File: src/design/arl_pkg.sv
// Package for the address resolving list table.
// Holds command and status codes, controller states and the cell-chain structs.
// No dependencies.
`timescale 1ns / 1ps

package arl_pkg;

    localparam int ARL_ENTRIES      = 8;
    localparam int ARL_PAYLOAD_BITS = 64;
    localparam int ARL_KEY_W        = 56;
    localparam int ARL_PAY_MAX      = 64;
    localparam int ARL_POS_W        = 7;

    localparam logic [2:0] KIND_ADD    = 3'd0;
    localparam logic [2:0] KIND_REMOVE = 3'd1;
    localparam logic [2:0] KIND_CLEAR  = 3'd2;
    localparam logic [2:0] KIND_LOOKUP = 3'd3;
    localparam logic [2:0] KIND_READ   = 3'd4;

    localparam logic [2:0] ST_OK      = 3'd0;
    localparam logic [2:0] ST_FULL    = 3'd1;
    localparam logic [2:0] ST_DUP     = 3'd2;
    localparam logic [2:0] ST_MISSING = 3'd3;
    localparam logic [2:0] ST_RANGE   = 3'd4;

    typedef enum logic [1:0] {
        S_IDLE,
        S_SCAN,
        S_EXEC
    } t_state;

    // search token walking down the cells
    typedef struct packed {
        logic                   active;
        logic                   hit;
        logic [ARL_POS_W-1:0]   pos;
        logic [ARL_KEY_W-1:0]   key;
        logic [ARL_PAY_MAX-1:0] pay;
    } t_tok;

    // controls broadcast to every cell
    typedef struct packed {
        logic [ARL_POS_W-1:0]   count;
        logic                   read_mode;
        logic [ARL_KEY_W-1:0]   key;
        logic [ARL_POS_W-1:0]   idx;
        logic                   wr_en;
        logic [ARL_POS_W-1:0]   wr_pos;
        logic [ARL_KEY_W-1:0]   wr_key;
        logic [ARL_PAY_MAX-1:0] wr_pay;
        logic                   sh_en;
        logic [ARL_POS_W-1:0]   sh_pos;
    } t_ctl;

endpackage

File: src/design/arl_cell.sv
// One list entry of the address resolving list table.
// Holds key and payload, matches the passing token, shifts from its upper neighbor.
// Depends on arl_pkg.
`timescale 1ns / 1ps

module arl_cell
    import arl_pkg::*;
#(
    parameter int POS          = 0,
    parameter int ENTRIES      = ARL_ENTRIES,
    parameter int PAYLOAD_BITS = ARL_PAYLOAD_BITS
) (
    input  logic                    i_clk,
    input  logic                    i_rst_n,
    input  t_ctl                    i_ctl,
    input  t_tok                    i_tok,
    output t_tok                    o_tok,
    input  logic [ARL_KEY_W-1:0]    i_next_key,
    input  logic [PAYLOAD_BITS-1:0] i_next_pay,
    output logic [ARL_KEY_W-1:0]    o_key,
    output logic [PAYLOAD_BITS-1:0] o_pay
);

    localparam logic [ARL_POS_W-1:0] MY_POS = ARL_POS_W'(POS);

    logic [ARL_KEY_W-1:0]    r_key;
    logic [PAYLOAD_BITS-1:0] r_pay;
    t_tok                    r_tok;
    t_tok                    n_tok;
    logic                    w_valid;
    logic                    w_match;
    logic                    w_shift;

    assign w_valid = MY_POS < i_ctl.count;
    assign w_match = i_tok.active && !i_tok.hit && w_valid &&
                     (i_ctl.read_mode ? (i_ctl.idx == MY_POS) : (i_ctl.key == r_key));
    assign w_shift = i_ctl.sh_en && (MY_POS >= i_ctl.sh_pos) && (POS < ENTRIES - 1);

    always_comb begin
        n_tok = i_tok;
        if (w_match) begin
            n_tok.hit = 1'b1;
            n_tok.pos = MY_POS;
            n_tok.key = r_key;
            n_tok.pay = ARL_PAY_MAX'(r_pay);
        end
    end

    always_ff @(posedge i_clk) begin
        if (!i_rst_n) begin
            r_tok.active <= 1'b0;
        end else begin
            r_tok.active <= n_tok.active;
        end
        r_tok.hit <= n_tok.hit;
        r_tok.pos <= n_tok.pos;
        r_tok.key <= n_tok.key;
        r_tok.pay <= n_tok.pay;
    end

    always_ff @(posedge i_clk) begin
        if (w_shift) begin
            r_key <= i_next_key;
            r_pay <= i_next_pay;
        end else if (i_ctl.wr_en && (i_ctl.wr_pos == MY_POS)) begin
            r_key <= i_ctl.wr_key;
            r_pay <= PAYLOAD_BITS'(i_ctl.wr_pay);
        end
    end

    assign o_tok = r_tok;
    assign o_key = r_key;
    assign o_pay = r_pay;

endmodule

File: src/design/address_resolving_list_table.sv
// Top level of the address resolving list table: controller, result register, cell chain.
// Depends on arl_pkg and arl_cell.
//
// Add, remove, lookup and read send a search token down a chain of ENTRIES cells, one
// cell per cycle, and the result is committed once the token has left the last cell
// and the output register is free; clear, unused kinds and an add to a full list skip
// the chain. One command is in work at a time; the next beat is taken once the current
// result sits in the output register, even while that result waits for tready.
`timescale 1ns / 1ps

module address_resolving_list_table
    import arl_pkg::*;
#(
    parameter int ENTRIES      = ARL_ENTRIES,
    parameter int PAYLOAD_BITS = ARL_PAYLOAD_BITS
) (
    input  logic         i_clk,
    input  logic         i_rst_n,
    input  logic         s_axis_tvalid,
    output logic         s_axis_tready,
    // identity_key[55:0], entry_payload[119:56], entry_index[122:120], zero fill
    input  logic [127:0] s_axis_tdata,
    // kind[2:0]
    input  logic [2:0]   s_axis_tuser,
    output logic         m_axis_tvalid,
    input  logic         m_axis_tready,
    // found_index[2:0], found_key[58:3], found_payload[122:59], entry_count[126:123], zero
    output logic [127:0] m_axis_tdata,
    // status[2:0]
    output logic [2:0]   m_axis_tuser
);

    localparam int CNT_W = $clog2(ENTRIES + 1);
    localparam logic [CNT_W-1:0] FULL_CNT = CNT_W'(ENTRIES);

    t_state                  r_state;
    t_state                  n_state;
    logic [2:0]              r_kind;
    logic [ARL_KEY_W-1:0]    r_key;
    logic [PAYLOAD_BITS-1:0] r_pay;
    logic [2:0]              r_idx;
    logic [CNT_W-1:0]        r_count;
    logic [CNT_W-1:0]        n_count;
    logic                    r_launch;
    logic                    r_hit;
    logic [ARL_POS_W-1:0]    r_hit_pos;
    logic [ARL_KEY_W-1:0]    r_hit_key;
    logic [ARL_PAY_MAX-1:0]  r_hit_pay;

    logic                    r_out_valid;
    logic [2:0]              r_out_status;
    logic [2:0]              r_out_index;
    logic [ARL_KEY_W-1:0]    r_out_key;
    logic [ARL_PAY_MAX-1:0]  r_out_pay;
    logic [3:0]              r_out_count;

    logic                    w_accept;
    logic                    w_need_scan;
    logic                    w_out_free;
    logic                    w_commit;
    logic                    w_end;
    logic [2:0]              w_status;
    logic                    w_ret;
    t_ctl                    w_ctl;

    t_tok                    w_tok [ENTRIES+1];
    logic [ARL_KEY_W-1:0]    w_key [ENTRIES];
    logic [PAYLOAD_BITS-1:0] w_pay [ENTRIES];

    assign s_axis_tready = (r_state == S_IDLE);
    assign w_accept      = s_axis_tvalid && s_axis_tready;
    assign w_need_scan   = (s_axis_tuser == KIND_REMOVE) || (s_axis_tuser == KIND_LOOKUP) ||
                           (s_axis_tuser == KIND_READ) ||
                           ((s_axis_tuser == KIND_ADD) && (r_count < FULL_CNT));
    assign w_out_free    = !r_out_valid || m_axis_tready;
    assign w_commit      = (r_state == S_EXEC) && w_out_free;
    assign w_end         = w_tok[ENTRIES].active;

    always_comb begin
        n_state = r_state;
        unique case (r_state)
            S_IDLE: if (w_accept) n_state = w_need_scan ? S_SCAN : S_EXEC;
            S_SCAN: if (w_end) n_state = S_EXEC;
            S_EXEC: if (w_out_free) n_state = S_IDLE;
            default: n_state = S_IDLE;
        endcase
    end

    // result of the command in work
    always_comb begin
        w_status = ST_OK;
        w_ret    = 1'b0;
        n_count  = r_count;
        case (r_kind)
            KIND_ADD: begin
                if (r_count >= FULL_CNT) begin
                    w_status = ST_FULL;
                end else if (r_hit) begin
                    w_status = ST_DUP;
                end else begin
                    n_count = r_count + 1'b1;
                end
            end
            KIND_REMOVE: begin
                if (!r_hit) begin
                    w_status = ST_MISSING;
                end else begin
                    n_count = r_count - 1'b1;
                end
            end
            KIND_CLEAR: n_count = '0;
            KIND_LOOKUP: begin
                if (!r_hit) w_status = ST_MISSING;
                else        w_ret    = 1'b1;
            end
            KIND_READ: begin
                if (!r_hit) w_status = ST_RANGE;
                else        w_ret    = 1'b1;
            end
            default: w_status = ST_OK;
        endcase
    end

    always_comb begin
        w_ctl           = '0;
        w_ctl.count     = ARL_POS_W'(r_count);
        w_ctl.read_mode = (r_kind == KIND_READ);
        w_ctl.key       = r_key;
        w_ctl.idx       = ARL_POS_W'(r_idx);
        w_ctl.wr_en     = w_commit && (r_kind == KIND_ADD) && (w_status == ST_OK);
        w_ctl.wr_pos    = ARL_POS_W'(r_count);
        w_ctl.wr_key    = r_key;
        w_ctl.wr_pay    = ARL_PAY_MAX'(r_pay);
        w_ctl.sh_en     = w_commit && (r_kind == KIND_REMOVE) && (w_status == ST_OK);
        w_ctl.sh_pos    = r_hit_pos;
    end

    always_comb begin
        w_tok[0]        = '0;
        w_tok[0].active = r_launch;
    end

    for (genvar g = 0; g < ENTRIES; g++) begin : g_cell
        logic [ARL_KEY_W-1:0]    w_nkey;
        logic [PAYLOAD_BITS-1:0] w_npay;
        if (g < ENTRIES - 1) begin : g_mid
            assign w_nkey = w_key[g+1];
            assign w_npay = w_pay[g+1];
        end else begin : g_last
            assign w_nkey = '0;
            assign w_npay = '0;
        end
        arl_cell #(
            .POS          (g),
            .ENTRIES      (ENTRIES),
            .PAYLOAD_BITS (PAYLOAD_BITS)
        ) u_cell (
            .i_clk      (i_clk),
            .i_rst_n    (i_rst_n),
            .i_ctl      (w_ctl),
            .i_tok      (w_tok[g]),
            .o_tok      (w_tok[g+1]),
            .i_next_key (w_nkey),
            .i_next_pay (w_npay),
            .o_key      (w_key[g]),
            .o_pay      (w_pay[g])
        );
    end

    always_ff @(posedge i_clk) begin
        if (!i_rst_n) begin
            r_state     <= S_IDLE;
            r_count     <= '0;
            r_launch    <= 1'b0;
            r_out_valid <= 1'b0;
        end else begin
            r_state  <= n_state;
            r_launch <= w_accept && w_need_scan;
            if (w_commit) begin
                r_count     <= n_count;
                r_out_valid <= 1'b1;
            end else if (m_axis_tready) begin
                r_out_valid <= 1'b0;
            end
        end
    end

    always_ff @(posedge i_clk) begin
        if (w_accept) begin
            r_kind <= s_axis_tuser;
            r_key  <= s_axis_tdata[55:0];
            r_pay  <= PAYLOAD_BITS'(s_axis_tdata[119:56]);
            r_idx  <= s_axis_tdata[122:120];
            r_hit  <= 1'b0;
        end else if ((r_state == S_SCAN) && w_end) begin
            r_hit     <= w_tok[ENTRIES].hit;
            r_hit_pos <= w_tok[ENTRIES].pos;
            r_hit_key <= w_tok[ENTRIES].key;
            r_hit_pay <= w_tok[ENTRIES].pay;
        end
        if (w_commit) begin
            r_out_status <= w_status;
            r_out_index  <= w_ret ? r_hit_pos[2:0] : 3'd0;
            r_out_key    <= w_ret ? r_hit_key : '0;
            r_out_pay    <= w_ret ? r_hit_pay : '0;
            r_out_count  <= 4'(n_count);
        end
    end

    assign m_axis_tvalid = r_out_valid;
    assign m_axis_tuser  = r_out_status;
    assign m_axis_tdata  = {1'b0, r_out_count, r_out_pay, r_out_key, r_out_index};

endmodule

File: config.mk
export PLATFORM = sky130hd
export DESIGN_NAME = address_resolving_list_table
export DESIGN_NICKNAME = d
export VERILOG_FILES = /design/src/design/arl_pkg.sv /design/src/design/arl_cell.sv /design/src/design/address_resolving_list_table.sv
export SDC_FILE = /design/constraint.sdc
export NUM_CORES = 2
export LEC_CHECK = 0
export BUFFER_PORTS_ARGS = -buffer_cell sky130_fd_sc_hd__buf_2
export CAP_MARGIN = 10
export CORE_ASPECT_RATIO = 0.7
export CORE_MARGIN = 2
export CORE_UTILIZATION = 60
export DETAILED_ROUTE_END_ITERATION = 12
export PLACE_DENSITY = 0.88
export SLEW_MARGIN = 0
export SYNTH_ARGS = -nofsm -noshare
export SYNTH_HDL_FRONTEND = slang
export SYNTH_SLANG_ARGS = --single-unit
File: constraint.sdc
create_clock -name i_clk -period 25.1 [get_ports i_clk]
set_input_delay 2.51 -clock i_clk [delete_from_list [all_inputs] [get_ports i_clk]]
set_output_delay 2.51 -clock i_clk [all_outputs]
set_load 0.02 [all_outputs]
## Yosys cells after proc, flatten, opt, wreduce, memory -nomap -nowiden

Cells that the tools add are included.

| storage, ports and cells | value |
|---|---|
| bits in registers | 2384 |
| bits in latches | 0 |
| memory bits (writable) | 0 |
| ROM bits | 0 |
| bits of input ports | 135 |
| output and inout port bits | 133 |
| word-level logic and storage cells | 266 |
| memories kept | 0 |

| operators by class | value |
|---|---|
| add/subtract/negate cells | 2 |
| multipliers | 0 |
| div/mod/pow operators | 0 |
| magnitude comparators | 17 |
| eq/ne operators | 34 |
| shift-type cells | 0 |
| multiplexer cells | 62 |
| bitwise gates (word level) | 1 |
| reductions and logical operators | 77 |

Operators by type and width:

| cell | count |
|---|---|
| 2-to-1 mux 64 bit | 14 |
| 2-to-1 mux 120 bit | 7 |
| 2-to-1 mux 56 bit | 14 |
| equality test 56 bit | 8 |
| 2-to-1 mux 128 bit | 1 |
| logical AND 1 bit | 47 |
| greater-or-equal comparator 3 x 7 -> 1 bit (first input constant) | 3 |
| equality test 3 bit (second input constant) | 6 |
| equality test 4 x 3 -> 1 bit (second input constant) | 4 |
| < comparator 3 x 4 -> 1 bit (first input constant) | 4 |
| nonzero test 2 bit | 8 |
| equality test 3 x 2 -> 1 bit (second input constant) | 5 |
| greater-or-equal comparator 1 x 7 -> 1 bit (first input constant) | 2 |
| greater-or-equal comparator 2 x 7 -> 1 bit (first input constant) | 2 |
| logical NOT 7 bit | 2 |
| 2-to-1 mux 2 bit | 7 |
| 2-to-1 mux 1 bit | 12 |
| 2-to-1 mux 4 bit | 3 |
| one-hot mux 4 bit (3 select lines) | 1 |
| equality test 3 x 1 -> 1 bit (second input constant) | 3 |
| logical NOT 3 bit | 3 |
| one-hot mux 3 bit (3 select lines) | 1 |
| equality test 4 x 2 -> 1 bit (second input constant) | 2 |
| logical NOT 1 bit | 8 |
| 19 further kinds | 26 |

## Depth between registers and ports, before layout

| depth | value |
|---|---|
| depth after elaboration | 8 |
| gate-level depth with buffers | 11 |
| depth with buffers taken out | 8 |

## Modules after synthesis

Synthesis repeated with hierarchy kept, for this count alone.

| second synthesis, totals | value |
|---|---|
| cells, all modules | 5409 |
| area total of the unflattened synthesis | 91823.1 um^2 |

Modules (own cells, without submodules):

| module | times used | cells an instance | area an instance (um^2) | sequential area each (um^2) |
|---|---|---|---|---|
| arl_cell at g_cell[5].u_cell ... | 2 | 615 | 9880.7 | 6185.9 |
| address_resolving_list_table | 1 | 628 | 13135.1 | 11681.2 |
| arl_cell at g_cell[2].u_cell | 1 | 615 | 10249.8 | 6185.9 |
| arl_cell at g_cell[4].u_cell | 1 | 615 | 10247.3 | 6185.9 |
| arl_cell at g_cell[1].u_cell | 1 | 615 | 9875.7 | 6185.9 |
| arl_cell at g_cell[0].u_cell | 1 | 615 | 9834.4 | 6185.9 |
| arl_cell at g_cell[3].u_cell | 1 | 615 | 9829.4 | 6185.9 |
| arl_cell at g_cell[7].u_cell | 1 | 476 | 8889.8 | 6185.9 |

## Worst setup path after synthesis

OpenSTA, ideal clock, no wires.

| timing path | value |
|---|---|
| kind | input to register |
| start point | input m_axis_tready |
| end point | register g_cell[5].u_cell.r_key[0], enable pin |
| library setup time | 765 ps |
| arrival time | 17634 ps |
| required time | 24335 ps |
| path slack | 6701 ps |
| stages | 6 |
| path buffers | 1 |
| cell sequence | nor2b_1 > clkbuf_1 > nor2_1 > and4_1 > nand2_1 > o21ai_0 |

| between the ends | value |
|---|---|
| longest elaborated chain between the ends | 6 |
| elaborated cells on any way between the ends | 9 |
| those cells by class | reduce/logical: 9 |

RTL lines:

| element | RTL line | source |
|---|---|---|
| from (decl) | address_resolving_list_table.sv:26 | `input logic m_axis_tready,` |
| logical OR 1 bit * | address_resolving_list_table.sv:75 | `assign w_out_free = !r_out_valid \|\| m_axis_tready;` |
| logical AND 1 bit * | address_resolving_list_table.sv:76 | `assign w_commit = (r_state == S_EXEC) && w_out_free;` |
| net w_commit | address_resolving_list_table.sv:60 | `logic w_commit;` |
| logical AND 1 bit, on equally long branches (2 in a row) | address_resolving_list_table.sv:130, address_resolving_list_table.sv:134 |  |
| logical AND 1 bit, on equally long branches | arl_cell.sv:65, arl_cell.sv:37 |  |
| nonzero test 2 bit (no source line) * | -- |  |
| to (signal assigned) | arl_cell.sv:63 | `r_key <= i_next_key;` |
| to (signal assigned) | arl_cell.sv:66 | `r_key <= i_ctl.wr_key;` |
| to (decl) | arl_cell.sv:26 | `logic [ARL_KEY_W-1:0] r_key;` |

The timed path passes the listed nets; every way through them passes the cells marked *.
A chain may end at the register's enable or synchronous reset.

## Worst setup path after layout

| timing path | value |
|---|---|
| start point | input m_axis_tready |
| end point | register g_cell[6].u_cell.r_key[0], enable pin |

| between the ends | value |
|---|---|
| longest elaborated chain between the ends | 6 |
| elaborated cells on any way between the ends | 9 |
| those cells by class | reduce/logical: 9 |

RTL lines:

| element | RTL line |
|---|---|
| logical OR 1 bit * | address_resolving_list_table.sv:75 |
| logical AND 1 bit * | address_resolving_list_table.sv:76 |
| net w_commit | address_resolving_list_table.sv:60 |
| logical AND 1 bit, on equally long branches (2 in a row) | address_resolving_list_table.sv:130, address_resolving_list_table.sv:134 |
| logical AND 1 bit, on equally long branches | arl_cell.sv:65, arl_cell.sv:37 |
| nonzero test 2 bit (no source line) * | -- |
| to (signal assigned) | arl_cell.sv:63 |
| to (signal assigned) | arl_cell.sv:66 |
| to (decl) | arl_cell.sv:26 |

Marked as above.

==> results.md <==
- Status: finished with violations
- Failing checks: max-capacitance violations
- Starting Density: 0.607
- Slowest CP cell: buf_4
- Iter 0 DRT Violations: 5929
- RePlAce Congestion: 0.955
- TritonCTS Sinks: 2341
- Max IR drop VDD: 0.0750 mV
- PwrDens: 77.9 nW/um2
- Yosys reg bits: 2341
- Clk buf depth: 3
- Setup bufs post-CTS: 0
- First-pass GRT wire length: 330000 um
- RSZ-0062 raised after global routing: false
- WL final: 225000 um
- Initial antenna violation count: 19
- Max_cap viols: 1
- Cell chain of the critical path: buf_2 > nor2b_1 > nor2_4 > buf_4 > and4_1 > nand2_1 > nand2_4 > buf_4 > buf_4
- Crit-path most repeated cell: buf_4
- Final min period: 6610 ps
- Core area: 146000 um2
- Final std cells w/o fill: 7762
- Final-report setup violation count: 0
- Worst-Margin Slew: 1470 ps
- Hold slack: 393 ps
- Register area: 60300 um2
- Syn Area/Cell: 16.4 um2
- Net Count, Synth: 5535
- Synth top cells by count: mux2_2 (1575), edfxtp_1 (1339), dfxtp_1 (1002)
- Die area: 151000 um2
- TritonRoute pass-1 iters: 5
- Syn Inst Count: 5395
- Final HPWL DP: 133000 um
- Port bufs: 261
- Area grow syn2layout: 11.2%
- WL/cell: 29.0 um
- Post-synth ARST share: 0
- Netlist cell types: 55
- Row count: 117
- Slowest stage delay, CP: 960 ps
- Static leakage: 0.0363 uW
- Final nets: 5749
- Cells after DPL: 7366
- Top cell type's share of synthesized area: 0.454
- Slew Limit Headroom: 0.00921
- Via count: 47900
- Number of CTS-inserted buffers: 204
- Later-pin clock latency in the skew report: 860 ps
- Area leader, netlist: edfxtp_1
- DRC viols: 0
- Post-route setup TNS: 0 ps
- Pre-CTS setup slack: 17660 ps
- Fmax: 0.151 GHz
- Worst EP required: 25550 ps
- Gr usage total: 0.296
- Post-synth EDFFs: 1339
- WS Path Type: in -> reg
- Reg clk slew, reported paths: 60 ps
- Hold Vio Cnt, Final: 0
- Die width: 463 um
- Top post-synthesis cells by area: edfxtp_1 (45%), dfxtp_1 (23%), mux2_2 (20%)
- Critical path arrival: 7060 ps
- Max FO, Critical Path: 53
- Largest net degree at the start of global routing: 124
- Count leader, synth: mux2_2
- Post-cts sizing count: 0
- Post-Syn Area: 88600 um2
- Fraction of final layout cells sized beyond drive strength 1: 0.395
- Kind of cell adding the most delay to the critical path: buffers and inverters
- Worst hold path type: reg -> reg
- Setup WS post-layout: 18490 ps
- Vias per std cell: 6.17
- CP Buf/Inv Count: 4
- Post-synthesis sequential area ratio: 0.681
- Final-report max-slew violation count: 0
- Worst clock skew: 51.8 ps
- Synth Warn #: 0
- CP Capture Type: flip-flop
- Area of the multi-input gates: 26600 um2
- CTS tree: built
- Synth Flop Type: edfxtp_1
- Number of global-route vias before repair: 48100
- Grt ovf: 0
- Post-route ant nets: 0
- Die Y-Extent: 325 um
- CTS Root Cell: clkbuf_16
- Startpoint types: input port
- H-tree levels: 4
- Tcrit/Tclk final: 0.263
- Fillers: 8999
- I/O Pins: 268
- Hold buffer count at cts: 0
per-layer routing:
layer	global-route usage	part of all wire	up-vias
met5	0	0.00043	-
met4	0.104	0.037	16
met3	0.0816	0.11	478
met2	0.440	0.44	2709
met1	0.419	0.40	24500
li1	-	-	20200
state kept, by name (all words and copies together), names as in the netlist, 4 cells and up:
| name | count |
|---|---|
| g_cell.u_cell.o_pay | 512 |
| r_key | 56 |
| r_out_count | 4 |
| r_count | 4 |
| r_out_pay | 64 |
| r_hit_pay | 64 |
| r_hit_key | 56 |
| g_cell.u_cell.o_tok | 993 |
| r_pay | 64 |
| g_cell.u_cell.o_key | 448 |
| r_out_key | 56 |
final timing paths:
check / start / endpoint / slack [ps] / cells after the start
setup / recovery: m_axis_tready / g_cell[6].u_cell.o_key[0] / 18490 / 9
hold / removal: g_cell[7].u_cell.o_tok[91] / r_hit_key[27] / 390 / 0
setup reg to reg: r_key[2] / g_cell[0].u_cell.o_tok[85] / 19420 / 8
hold reg to reg: g_cell[7].u_cell.o_tok[91] / r_hit_key[27] / 390 / 0
cell families (layout without fill, tap and decap cells):
group / Yosys count / in the layout / synth area share
other cells: 1 / 8 / 0.0000423
simple gates: 501 / 501 / 0.0347
mux: 1682 / 1682 / 0.214
buf+inv: 358 / 755 / 0.0216
fa+ha+maj: 5 / 5 / 0.000706
compound gates: 59 / 59 / 0.00425
flops: 2341 / 2341 / 0.681
xor+xnor: 448 / 448 / 0.0443
power by group:
group / internal (uW) / switching, uW / leakage, uW / total, uW
sequential: 4080 / 41.8 / 0.0200 / 4120
combinational: 108 / 145 / 0.0128 / 254
clock: 1860 / 1430 / 0.00348 / 3290
area by class of cell:
type,instances,share of cell area
timing repair buffer,355,0.0208
multi-input combinational,2696,0.270
clock inverter,82,0.00969
sequential,2341,0.612
antenna,7,0.000178
inverter,11,0.000419
tap,1963,0.0249
clock buffer,307,0.0619
metrics by stage:
step	cell area, um2	total power [uW]	util
finish	98500	7670	0.675
CTS	98500	7680	0.675
global route	98500	7850	0.675
detailed placement	91400	4450	0.626
floorplan	88600	4360	-
global placement	91400	4440	0.626
placed cells by master (no fill, tap or decap), types with 7 or more instances in the layout:
cell type,synthesis,layout
a21oi_1,15,13
and2_1,131,131
and3_1,125,125
buf_2,158,261
buf_4,48,91
bufinv_16,0,17
clkbuf_1,98,54
clkbuf_16,0,214
clkbuf_8,0,39
clkinv_1,0,13
clkinv_2,0,35
dfxtp_1,1002,1001
diode_2,0,7
edfxtp_1,1339,1339
inv_1,11,11
mux2_1,106,106
mux2_2,1575,1575
nand2_1,27,22
nand2b_1,13,13
nand4_1,74,74
nor2_1,19,14
nor4_1,73,73
o21ai_0,16,14
xnor2_1,224,224
xor2_1,224,224
(Power assumes the default switching activity.)
